--- config.mk ---
export PLATFORM = sky130hd
export DESIGN_NAME = html_tag_strip_entity_decode_unit
export DESIGN_NICKNAME = d
export VERILOG_FILES = /design/src/rtl/htsed_pkg.sv /design/src/rtl/htsed_front.sv /design/src/rtl/htsed_queue.sv /design/src/rtl/htsed_back.sv /design/src/rtl/html_tag_strip_entity_decode_unit.sv
export SDC_FILE = /design/constraint.sdc
export NUM_CORES = 1
export LEC_CHECK = 0
export ABC_AREA = 1
export BUFFER_PORTS_ARGS = -buffer_cell sky130_fd_sc_hd__buf_4
export CORE_MARGIN = 10
export CORE_UTILIZATION = 50
export DETAILED_ROUTE_END_ITERATION = 12
export GPL_TIMING_DRIVEN = 1
export PLACE_DENSITY = 0.68
export SLEW_MARGIN = 15
export SYNTH_ARGS = -nofsm -noshare
export SYNTH_HDL_FRONTEND = slang
export SYNTH_SLANG_ARGS = --single-unit
export TNS_END_PERCENT = 50
--- constraint.sdc ---
create_clock -name clock -period 6.9 [get_ports clock]
set_clock_uncertainty 0.15 [all_clocks]
set_input_delay 1.38 -clock clock [delete_from_list [all_inputs] [get_ports clock]]
set_output_delay 1.38 -clock clock [all_outputs]
set_load 0.05 [all_outputs]
--- src/rtl/htsed_pkg.sv ---
// Shared types, character codes and entity lookup for the tag strip / entity decode block.
// No dependencies; imported by every module under rtl.
package htsed_pkg;

   localparam int JOB_BYTES  = 6;
   localparam int NAME_MAX   = 4;
   localparam int NAME_COUNT = 7;

   localparam logic [7:0] CH_LT    = 8'h3C;
   localparam logic [7:0] CH_GT    = 8'h3E;
   localparam logic [7:0] CH_AMP   = 8'h26;
   localparam logic [7:0] CH_SEMI  = 8'h3B;
   localparam logic [7:0] CH_SPACE = 8'h20;

   // One queued unit of output work: the bytes caused by one input transfer.
   typedef struct packed {
      logic [JOB_BYTES-1:0][7:0] data;
      logic [2:0]                count;
      logic                      text_end;
   } job_type;

   typedef struct packed {
      logic       hit;
      logic [7:0] symbol;
   } match_type;

   // Letters packed lowest byte first.
   typedef struct packed {
      logic [31:0] letters;
      logic [2:0]  length;
      logic [7:0]  symbol;
   } entity_type;

   function automatic entity_type entity_entry(input logic [2:0] idx);
      entity_type e;
      unique case (idx)
         3'd0:    e = '{letters: 32'h7073626E, length: 3'd4, symbol: 8'h20};
         3'd1:    e = '{letters: 32'h00706D61, length: 3'd3, symbol: 8'h26};
         3'd2:    e = '{letters: 32'h746F7571, length: 3'd4, symbol: 8'h22};
         3'd3:    e = '{letters: 32'h0000746C, length: 3'd2, symbol: 8'h3C};
         3'd4:    e = '{letters: 32'h00007467, length: 3'd2, symbol: 8'h3E};
         3'd5:    e = '{letters: 32'h736F7061, length: 3'd4, symbol: 8'h27};
         3'd6:    e = '{letters: 32'h79706F63, length: 3'd4, symbol: 8'hA9};
         default: e = '0;
      endcase
      return e;
   endfunction

   function automatic logic is_letter(input logic [7:0] c);
      return ((c >= 8'h41) && (c <= 8'h5A)) || ((c >= 8'h61) && (c <= 8'h7A));
   endfunction

   function automatic logic [7:0] to_lower(input logic [7:0] c);
      return ((c >= 8'h41) && (c <= 8'h5A)) ? (c | 8'h20) : c;
   endfunction

   // Compare the stored name against every known entity, case folded.
   function automatic match_type match_name(input logic [NAME_MAX-1:0][7:0] name,
                                            input logic [2:0]               len);
      entity_type e;
      match_type  m;
      logic       same;
      m = '0;
      for (int k = NAME_COUNT - 1; k >= 0; k--) begin
         e    = entity_entry(3'(k));
         same = (e.length == len);
         for (int i = 0; i < NAME_MAX; i++) begin
            if ((3'(i) < len) && (to_lower(name[i]) != e.letters[8*i +: 8])) begin
               same = 1'b0;
            end
         end
         if (same) begin
            m.hit    = 1'b1;
            m.symbol = e.symbol;
         end
      end
      return m;
   endfunction

endpackage

--- src/rtl/htsed_front.sv ---
// Front end: scan state, entity name store, and build of one output job per transfer.
// Depends on htsed_pkg.
module htsed_front import htsed_pkg::*; (
   input  logic       clock,
   input  logic       reset,
   input  logic       accept,
   input  logic [7:0] in_byte,
   input  logic       end_of_text,
   output job_type    job,
   output logic       job_push
);

   localparam logic [1:0] MODE_TEXT = 2'd0;
   localparam logic [1:0] MODE_LT   = 2'd1;
   localparam logic [1:0] MODE_TAG  = 2'd2;
   localparam logic [1:0] MODE_NAME = 2'd3;

   logic [1:0]                mode_ff, mode_in;
   logic [2:0]                len_ff, len_in;
   logic [NAME_MAX-1:0][7:0]  name_ff, name_in;
   match_type                 hit;
   logic                      flush, amp_open, do_plain;
   logic [2:0]                flush_len, base, count;
   logic [1:0][7:0]           tail;
   logic [1:0]                tail_cnt;
   logic [JOB_BYTES-1:0][7:0] flush_bytes;

   assign hit = match_name(name_ff, len_ff);

   always_comb begin
      mode_in   = mode_ff;
      len_in    = len_ff;
      name_in   = name_ff;
      flush     = 1'b0;
      flush_len = '0;
      amp_open  = 1'b0;
      do_plain  = 1'b0;
      tail      = '0;
      tail_cnt  = '0;
      unique case (mode_ff)
         MODE_TEXT: begin
            do_plain = 1'b1;
         end
         MODE_LT: begin
            if (in_byte == CH_SPACE) begin
               tail[0]  = CH_LT;
               tail_cnt = 2'd1;
               mode_in  = MODE_TEXT;
               do_plain = 1'b1;
            end else if (in_byte == CH_GT) begin
               mode_in = MODE_TEXT;
            end else begin
               mode_in = MODE_TAG;
            end
         end
         MODE_TAG: begin
            if (in_byte == CH_GT) begin
               mode_in = MODE_TEXT;
            end
         end
         MODE_NAME: begin
            if (is_letter(in_byte) && (len_ff < 3'(NAME_MAX))) begin
               name_in[len_ff[1:0]] = in_byte;
               len_in               = len_ff + 3'd1;
            end else if ((in_byte == CH_SEMI) && hit.hit) begin
               tail[0]  = hit.symbol;
               tail_cnt = 2'd1;
               len_in   = '0;
               mode_in  = MODE_TEXT;
            end else begin
               flush     = 1'b1;
               flush_len = len_ff;
               len_in    = '0;
               mode_in   = MODE_TEXT;
               do_plain  = 1'b1;
            end
         end
      endcase
      if (do_plain) begin
         if (in_byte == CH_LT) begin
            mode_in = MODE_LT;
         end else if (in_byte == CH_AMP) begin
            mode_in  = MODE_NAME;
            len_in   = '0;
            amp_open = 1'b1;
         end else begin
            tail[tail_cnt[0]] = in_byte;
            tail_cnt          = tail_cnt + 2'd1;
         end
      end
      // End of text: close an open '<' or entity, then return to plain text.
      if (end_of_text) begin
         if (mode_in == MODE_LT) begin
            tail[tail_cnt[0]] = CH_LT;
            tail_cnt          = tail_cnt + 2'd1;
         end else if (mode_in == MODE_NAME) begin
            if (amp_open) begin
               tail[tail_cnt[0]] = CH_AMP;
               tail_cnt          = tail_cnt + 2'd1;
            end else begin
               flush     = 1'b1;
               flush_len = len_in;
            end
         end
         mode_in = MODE_TEXT;
         len_in  = '0;
      end
   end

   assign flush_bytes = {8'h00, name_in, CH_AMP};
   assign base        = flush ? (flush_len + 3'd1) : 3'd0;
   assign count       = base + {1'b0, tail_cnt};

   always_comb begin
      logic [2:0] pos;
      logic [2:0] off;
      job.data     = '0;
      job.count    = count;
      job.text_end = end_of_text;
      for (int i = 0; i < JOB_BYTES; i++) begin
         pos = 3'(i);
         off = pos - base;
         if (pos < base) begin
            job.data[i] = flush_bytes[i];
         end else if (off < 3'd2) begin
            job.data[i] = tail[off[0]];
         end
      end
   end

   assign job_push = accept && ((count != 3'd0) || end_of_text);

   always_ff @(posedge clock) begin
      if (reset) begin
         mode_ff <= MODE_TEXT;
         len_ff  <= '0;
      end else if (accept) begin
         mode_ff <= mode_in;
         len_ff  <= len_in;
      end
   end

   always_ff @(posedge clock) begin
      if (accept) begin
         name_ff <= name_in;
      end
   end

   a_len_bound: assert property (@(posedge clock) disable iff (reset)
      len_ff <= 3'(NAME_MAX))
      else $error("entity name length out of range");

   a_end_clears: assert property (@(posedge clock) disable iff (reset)
      accept && end_of_text |=> (mode_ff == MODE_TEXT) && (len_ff == 3'd0))
      else $error("scan state not cleared after end of text");

endmodule

--- src/rtl/htsed_queue.sv ---
// Short job queue between front and back end.
// Depends on htsed_pkg for job_type.
module htsed_queue import htsed_pkg::*; #(
   parameter int DEPTH = 4
) (
   input  logic    clock,
   input  logic    reset,
   input  logic    push,
   input  job_type push_job,
   output logic    full,
   input  logic    pop,
   output job_type head,
   output logic    empty
);

   localparam int PTR_W = (DEPTH > 1) ? $clog2(DEPTH) : 1;
   localparam int CNT_W = $clog2(DEPTH + 1);

   job_type          slot_ff [DEPTH];
   logic [PTR_W-1:0] wr_ptr_ff, rd_ptr_ff;
   logic [CNT_W-1:0] count_ff;

   assign full  = (count_ff == CNT_W'(DEPTH));
   assign empty = (count_ff == '0);
   assign head  = slot_ff[rd_ptr_ff];

   function automatic logic [PTR_W-1:0] advance(input logic [PTR_W-1:0] p);
      return (p == PTR_W'(DEPTH - 1)) ? '0 : (p + PTR_W'(1));
   endfunction

   always_ff @(posedge clock) begin
      if (reset) begin
         wr_ptr_ff <= '0;
         rd_ptr_ff <= '0;
         count_ff  <= '0;
      end else begin
         if (push) begin
            wr_ptr_ff <= advance(wr_ptr_ff);
         end
         if (pop) begin
            rd_ptr_ff <= advance(rd_ptr_ff);
         end
         if (push && !pop) begin
            count_ff <= count_ff + CNT_W'(1);
         end else if (pop && !push) begin
            count_ff <= count_ff - CNT_W'(1);
         end
      end
   end

   always_ff @(posedge clock) begin
      if (push) begin
         slot_ff[wr_ptr_ff] <= push_job;
      end
   end

   a_no_overflow: assert property (@(posedge clock) disable iff (reset)
      push |-> !full)
      else $error("job queue overflow");

   a_no_underflow: assert property (@(posedge clock) disable iff (reset)
      pop |-> !empty)
      else $error("job queue underflow");

endmodule

--- src/rtl/htsed_back.sv ---
// Back end: serialize queued jobs into result transfers through an output register.
// Depends on htsed_pkg for job_type.
module htsed_back import htsed_pkg::*; (
   input  logic       clock,
   input  logic       reset,
   input  job_type    head,
   input  logic       empty,
   output logic       pop,
   output logic       rsp_tvalid,
   input  logic       rsp_tready,
   output logic [7:0] rsp_tdata,
   output logic [1:0] rsp_tuser,
   output logic       rsp_tlast
);

   logic       valid_ff;
   logic [2:0] idx_ff, idx_in;
   logic [7:0] byte_ff;
   logic       byte_valid_ff, run_last_ff, text_end_ff;
   logic       load, take, run_last;
   logic [2:0] last_idx;

   assign load     = !valid_ff || rsp_tready;
   assign take     = load && !empty;
   assign last_idx = (head.count == 3'd0) ? 3'd0 : (head.count - 3'd1);
   assign run_last = (idx_ff == last_idx);
   assign pop      = take && run_last;
   assign idx_in   = take ? (run_last ? 3'd0 : (idx_ff + 3'd1)) : idx_ff;

   always_ff @(posedge clock) begin
      if (reset) begin
         valid_ff <= 1'b0;
         idx_ff   <= '0;
      end else begin
         if (load) begin
            valid_ff <= !empty;
         end
         idx_ff <= idx_in;
      end
   end

   always_ff @(posedge clock) begin
      if (take) begin
         byte_ff       <= head.data[idx_ff];
         byte_valid_ff <= (head.count != 3'd0);
         run_last_ff   <= run_last;
         text_end_ff   <= run_last && head.text_end;
      end
   end

   assign rsp_tvalid = valid_ff;
   assign rsp_tdata  = byte_ff;
   assign rsp_tuser  = {run_last_ff, byte_valid_ff};
   assign rsp_tlast  = text_end_ff;

   a_idx_bound: assert property (@(posedge clock) disable iff (reset)
      idx_ff < 3'(JOB_BYTES))
      else $error("result index out of range");

   a_bare_marker: assert property (@(posedge clock) disable iff (reset)
      valid_ff && !byte_valid_ff |-> run_last_ff && text_end_ff)
      else $error("bare end marker not closing the text");

endmodule

--- src/rtl/html_tag_strip_entity_decode_unit.sv ---
// Top level of the HTML tag strip and entity decode block.
// Depends on htsed_pkg, htsed_front, htsed_queue and htsed_back.
//
//  channel   direction  handshake              payload
//  req_*     in         req_tvalid/req_tready  tdata = in_byte, tlast = end_of_text
//  rsp_*     out        rsp_tvalid/rsp_tready  tdata = out_byte,
//                                               tuser = {run_last, byte_valid},
//                                               tlast = text_end
//
// One input transfer is taken per cycle while the job queue has room; the front end
// classifies it and its scan state updates in that same cycle.
// The back end gives one result transfer per cycle while rsp is ready, so an input
// that causes k results (k is 0 to 6, mostly 0 or 1) holds the back end for k
// transfers; the queue soaks up these bursts. A first result passes through a queue
// slot and then the output register before it is valid on rsp.
// Reset (synchronous, active high) clears scan state, queue pointers and output valid.
// A stall on rsp holds the output register; input stalls only once the queue is full.
module html_tag_strip_entity_decode_unit import htsed_pkg::*; #(
   parameter int QUEUE_DEPTH = 4
) (
   input  logic       clock,
   input  logic       reset,
   // input text bytes
   input  logic       req_tvalid,
   output logic       req_tready,
   input  logic [7:0] req_tdata,   // [7:0] in_byte
   input  logic       req_tlast,   // end_of_text
   // cleaned text bytes
   output logic       rsp_tvalid,
   input  logic       rsp_tready,
   output logic [7:0] rsp_tdata,   // [7:0] out_byte
   output logic [1:0] rsp_tuser,   // [0] byte_valid, [1] run_last
   output logic       rsp_tlast    // text_end
);

   job_type job, head;
   logic    job_push, full, empty, pop, accept;

   // Accept whenever the queue can hold the job this byte may produce.
   assign req_tready = !full;
   assign accept     = req_tvalid && req_tready;

   // Front: scan mode, entity letters, job build.
   htsed_front u_front (
      .clock       (clock),
      .reset       (reset),
      .accept      (accept),
      .in_byte     (req_tdata),
      .end_of_text (req_tlast),
      .job         (job),
      .job_push    (job_push)
   );

   // Decouple front and back so each can stall on its own.
   htsed_queue #(
      .DEPTH (QUEUE_DEPTH)
   ) u_queue (
      .clock    (clock),
      .reset    (reset),
      .push     (job_push),
      .push_job (job),
      .full     (full),
      .pop      (pop),
      .head     (head),
      .empty    (empty)
   );

   // Back: drain each job one byte per transfer.
   htsed_back u_back (
      .clock      (clock),
      .reset      (reset),
      .head       (head),
      .empty      (empty),
      .pop        (pop),
      .rsp_tvalid (rsp_tvalid),
      .rsp_tready (rsp_tready),
      .rsp_tdata  (rsp_tdata),
      .rsp_tuser  (rsp_tuser),
      .rsp_tlast  (rsp_tlast)
   );

   a_push_only_on_accept: assert property (@(posedge clock) disable iff (reset)
      job_push |-> accept)
      else $error("job pushed without an input transfer");

endmodule
==> results by group <==
Outcome
  • Result of the run: complete, no violations

Routing
  • Remaining antenna violation count: 0
  • Wire length after detailed routing: ~33000 um
  • Number of design rule violations left after detail routing: 0
  • Overall via count from detail_route: about 9400
  • Drt via density: 5.76
  • First drt pass iteration count: 5
  • Average detailed-routed wire length per instance: around 20 um
  • Number of violations reported at the end of detailed-routing iteration 0: around 1000

Logic synthesis
  • Post-synthesis area per instance: around 10 um2
  • Count of flip-flops with a built-in enable after synthesis: approximately 250
  • Synth Register Bits: 269
  • Synth warn: 0
  • Part of the Yosys area used for sequential elements: between 60% and 70%
  • Flip-flop cell with the highest count after synthesis: sky130_fd_sc_hd__edfxtp_1
  • Instance count of the mapped netlist: around 1300
  • Post-synth cell types: between 50 and 60
  • Synthesized net count: between 1000 and 1500
  • Netlist Area Pre-Place: between 10000 and 15000 um2
  • Share of async-settable or async-resettable flops after synthesis: 0%

Cells and area
  • Final non-filler cell total: 1641
  • Commonest non-fill, non-tap cell in the layout: sky130_fd_sc_hd__nand2_1
  • Area of the multi-input gates: roughly 4400 um2
  • Commonest non-fill, non-tap cells in the layout: sky130_fd_sc_hd__nand2_1, sky130_fd_sc_hd__edfxtp_1, sky130_fd_sc_hd__nor2_1, sky130_fd_sc_hd__o21ai_0, sky130_fd_sc_hd__inv_1
  • Final Core Density: between 50% and 60%
  • Net count reported at finish: approximately 1300
  • Layout Cell Area excl Fill: around 14000 um2
  • Area growth from synthesis to final layout: 11.0%
  • Sequential cell area: between 7000 and 8000 um2
  • Antenna fix cells: 0
  • Layout cell share with drive strength beyond 1: 11.4%
  • Filler Cells Inserted: ~2200

Place
  • Worst Setup Slack post-DPL: ~0.64 ns
  • Placer's final routability congestion estimate: ~1
  • Count of input and output buffers: 25
  • DP HPWL: 21700 um
  • Post-DP Area: 13500 um2
  • # placed instances: 1589

Power and ir drop
  • Sequential fraction of design power: about 45%
  • Net Sw Power: between 1 and 1.5 mW
  • PnR Total Power: roughly 4.6 mW
  • Internal power contribution: roughly 3.1 mW
  • P_leak: approximately 5.5 nW
  • Power per cell area: roughly 320 nW/um2
  • Peak VDD IR: around 0.19 mV
  • Combinational fraction of design power: roughly 25%
  • Power share of the clock group: 30.5%
  • Switching part of the total: roughly 32%

Global routing
  • First-pass GRT wire length: slightly above 50000 um
  • Pin count of the biggest net entering global routing: 105
  • Number of antenna violations at the first check in global routing: 0
  • GRT Overall Usage: roughly 19%
  • Residual overflow from global routing: 0
  • Vias in the first global route: around 9000

Setup path
  • Master of the slowest instance on the critical path: sky130_fd_sc_hd__fa_1
  • Biggest fanout along the worst timing path: 7
  • Dominant cell type by count on the critical path: sky130_fd_sc_hd__inv_1
  • Biggest cell delay along the critical path: 0.49 ns
  • Required time at the worst-slack endpoint: between 7 and 8 ns
  • Type of element capturing the critical path: flip-flop
  • Worst reg2reg path endpoint: u_queue.count_ff[1]
  • Setup slack of the most critical reg-to-reg path: ~1.3 ns
  • Reg2Reg Launch Point: u_front.len_ff[2]
  • Count of buffering cells on the critical path with inverters included: 6
  • Delay-heaviest family, CP: simple AND/OR/NAND/NOR gates
  • Worst path cell trace: buf_4 > inv_1 > nor4_1 > nor3b_1 > nand2_4 > o22ai_2 > ha_1 > nand2_1 > inv_1 > nand4_1 > o21ai_0 > inv_1 > a41oi_1 > fa_1 > nor3_1 > nand3_2 > nand2_1 > inv_1 > ha_1 > inv_1 > fa_1 > o21ai_0 > a21oi_1
  • Arrival time reported for the critical path endpoint: between 6 and 7 ns
  • Number of cells on the worst reg-to-reg path: 29
  • WS Path Type: in -> reg
  • Worst Setup Start Kind: primary input

Clock network
  • Clock insertion delay at the later pin of the skew report: 0.54 ns
  • # H-tree levels: 1
  • Number of setup buffers added after CTS: 0
  • Total clock sinks: approximately 270
  • Clock transition at the register clock pins on the worst setup and hold paths after CTS: 0.06 ns
  • Number of resized instances in the post-cts repair step: 0
  • Maximum count of clock buffers along a single path: 3
  • Number of buffers inserted for hold repair after clock tree synthesis: 0
  • Clk root buf: sky130_fd_sc_hd__clkbuf_16
  • Total clock buffers created by CTS: 28
  • CTS tree: yes

Timing
  • Final Hold Slack: between 0.3 and 0.4 ns
  • Unrepaired setup endpoints after global routing: false
  • Measured slew at the worst slew-check pin: ~1.0 ns
  • Maximum operating frequency: 173 MHz
  • Total Negative Setup Slacks: 0 ns
  • Share of the cycle needed by the critical path after routing: 83.6%
  • Min Tclk post-route: slightly below 6 ns
  • Hold violation count in the final report: 0
  • Min setup slack post-route: approximately 1.1 ns
  • Final Setup Violations: 0
  • Total count of max-transition violations in the final report: 0
  • Worst slew margin relative to its limit: 30.9%

Die
  • Initial core utilization: between 50% and 60%
  • Die height: approximately 180 um
  • Top-Level Pins: 26
  • Count of standard-cell rows: 58
  • Die outline area: about 33000 um2
  • Chip Width: roughly 180 um
  • Core Box Area: between 20000 and 30000 um2

Min path
  • Hold Crit Start: u_front.mode_ff[0]
  • Type of the most critical hold path: reg -> reg
  • Cell depth of the worst hold path: 2
  • Endpoint of the worst hold path: u_front.mode_ff[0]

Flow run
  • Max capacitance violation total: 0
[power by group through the flow]
stage	Sequential, mW	Combinational, mW	Clock (mW)
after floorplan	2.21	0.665	0
after global placement	2.10	1.14	0
after detailed placement	2.10	1.15	0
after CTS	2.07	1.15	1.43
after global routing	2.09	1.26	1.50
final	2.07	1.14	1.41
[logic make-up (layout without fill, tap and decap cells)]
kind of cell	count (synthesis)	count (layout)	share of synthesized area, %
buffers and inverters	162	202	4.98
XOR/XNOR	3	3	0.204
adder cells (fa/ha/maj)	20	20	2.06
AND/OR/NAND/NOR	547	547	19.1
flip-flops	269	269	61.2
AO/OA/AOI/OAI	270	270	12.4
[worst max path at each step]
stage                             from               endpoint  slack (ns)  cells after the start
after detailed placement  req_tdata[4]    u_queue.count_ff[1]        0.64                     23
final                     req_tdata[4]    u_queue.count_ff[1]        1.13                     23
after global placement    req_tdata[4]    u_queue.count_ff[2]        0.76                     25
after CTS                 req_tdata[4]    u_queue.count_ff[1]        1.18                     23
after global routing      req_tdata[4]    u_queue.count_ff[1]        0.66                     23
after floorplan           req_tdata[4]  u_queue.slot_ff[0][0]       -0.06                     17
[per-layer routing]
layer / global-route usage, % / wire (um) / share of wire (%)
met1: 25.9 / 14200 / 43
met5: 0 / 0 / 0
met3: 1.75 / 1790 / 5.5
met2: 32.1 / 15900 / 49
met4: 6.04 / 828 / 2.5
[sequential cells by signal (all words and copies together) (netlist names), named ones only]
| signal | cells |
|---|---|
| u_front.len_ff | 3 |
| u_queue.slot_ff | 208 |
| u_back.run_last_ff | 1 |
| u_front.mode_ff | 2 |
| u_back.rsp_tlast | 1 |
| u_queue.count_ff | 3 |
| u_back.byte_valid_ff | 1 |
| u_back.idx_ff | 3 |
| u_back.rsp_tvalid | 1 |
| u_front.name_ff | 32 |
| u_queue.rd_ptr_ff | 2 |
| u_queue.wr_ptr_ff | 2 |
| u_back.rsp_tdata | 8 |
[cells in the mapped netlist (2+ instances only)]
cell	number	area [um2]
sky130_fd_sc_hd__a21oi_1	27	135
sky130_fd_sc_hd__a31oi_1	3	18.8
sky130_fd_sc_hd__a32o_1	2	20.0
sky130_fd_sc_hd__buf_4	2	15.0
sky130_fd_sc_hd__buf_6	2	22.5
sky130_fd_sc_hd__clkbuf_1	43	161
sky130_fd_sc_hd__clkinv_1	2	7.51
sky130_fd_sc_hd__dfxtp_1	18	360
sky130_fd_sc_hd__edfxtp_1	251	7540
sky130_fd_sc_hd__fa_1	2	40.0
sky130_fd_sc_hd__ha_1	18	225
sky130_fd_sc_hd__inv_1	94	353
sky130_fd_sc_hd__inv_2	16	60.1
sky130_fd_sc_hd__nand2_1	253	950
sky130_fd_sc_hd__nand2_2	12	75.1
sky130_fd_sc_hd__nand2_4	10	113
sky130_fd_sc_hd__nand3_1	46	230
sky130_fd_sc_hd__nand3_2	9	90.1
sky130_fd_sc_hd__nand3_4	2	35.0
sky130_fd_sc_hd__nand4_1	24	150
sky130_fd_sc_hd__nor2_1	160	601
sky130_fd_sc_hd__nor2_2	3	18.8
sky130_fd_sc_hd__nor2_4	4	45.0
sky130_fd_sc_hd__nor3_1	8	40.0
sky130_fd_sc_hd__nor3_2	3	30.0
sky130_fd_sc_hd__nor3b_1	2	15.0
sky130_fd_sc_hd__nor4_1	5	31.3
sky130_fd_sc_hd__o211ai_1	19	143
sky130_fd_sc_hd__o21ai_0	139	696
sky130_fd_sc_hd__o21ai_1	18	90.1
sky130_fd_sc_hd__o21ai_2	2	17.5
sky130_fd_sc_hd__o221ai_1	29	254
sky130_fd_sc_hd__o22ai_1	21	131
sky130_fd_sc_hd__or2_2	2	12.5
sky130_fd_sc_hd__xor2_1	3	26.3
[tightest hold or removal path, cell delays in order, from the launching register on]
cell	delay [ns]
sky130_fd_sc_hd__dfxtp_1	0.32
sky130_fd_sc_hd__nand2_1	0.06
sky130_fd_sc_hd__a21oi_1	0.05
[final cells by class]
class                      count  area share [%]
clock inverter                15           0.707
clock buffer                  37            5.28
timing repair buffer          38            2.34
multi-input combinational    840            30.7
sequential                   269            55.1
inverter                     112            2.93
tap                          330            2.88
Power figures use the tool's default switching activity.
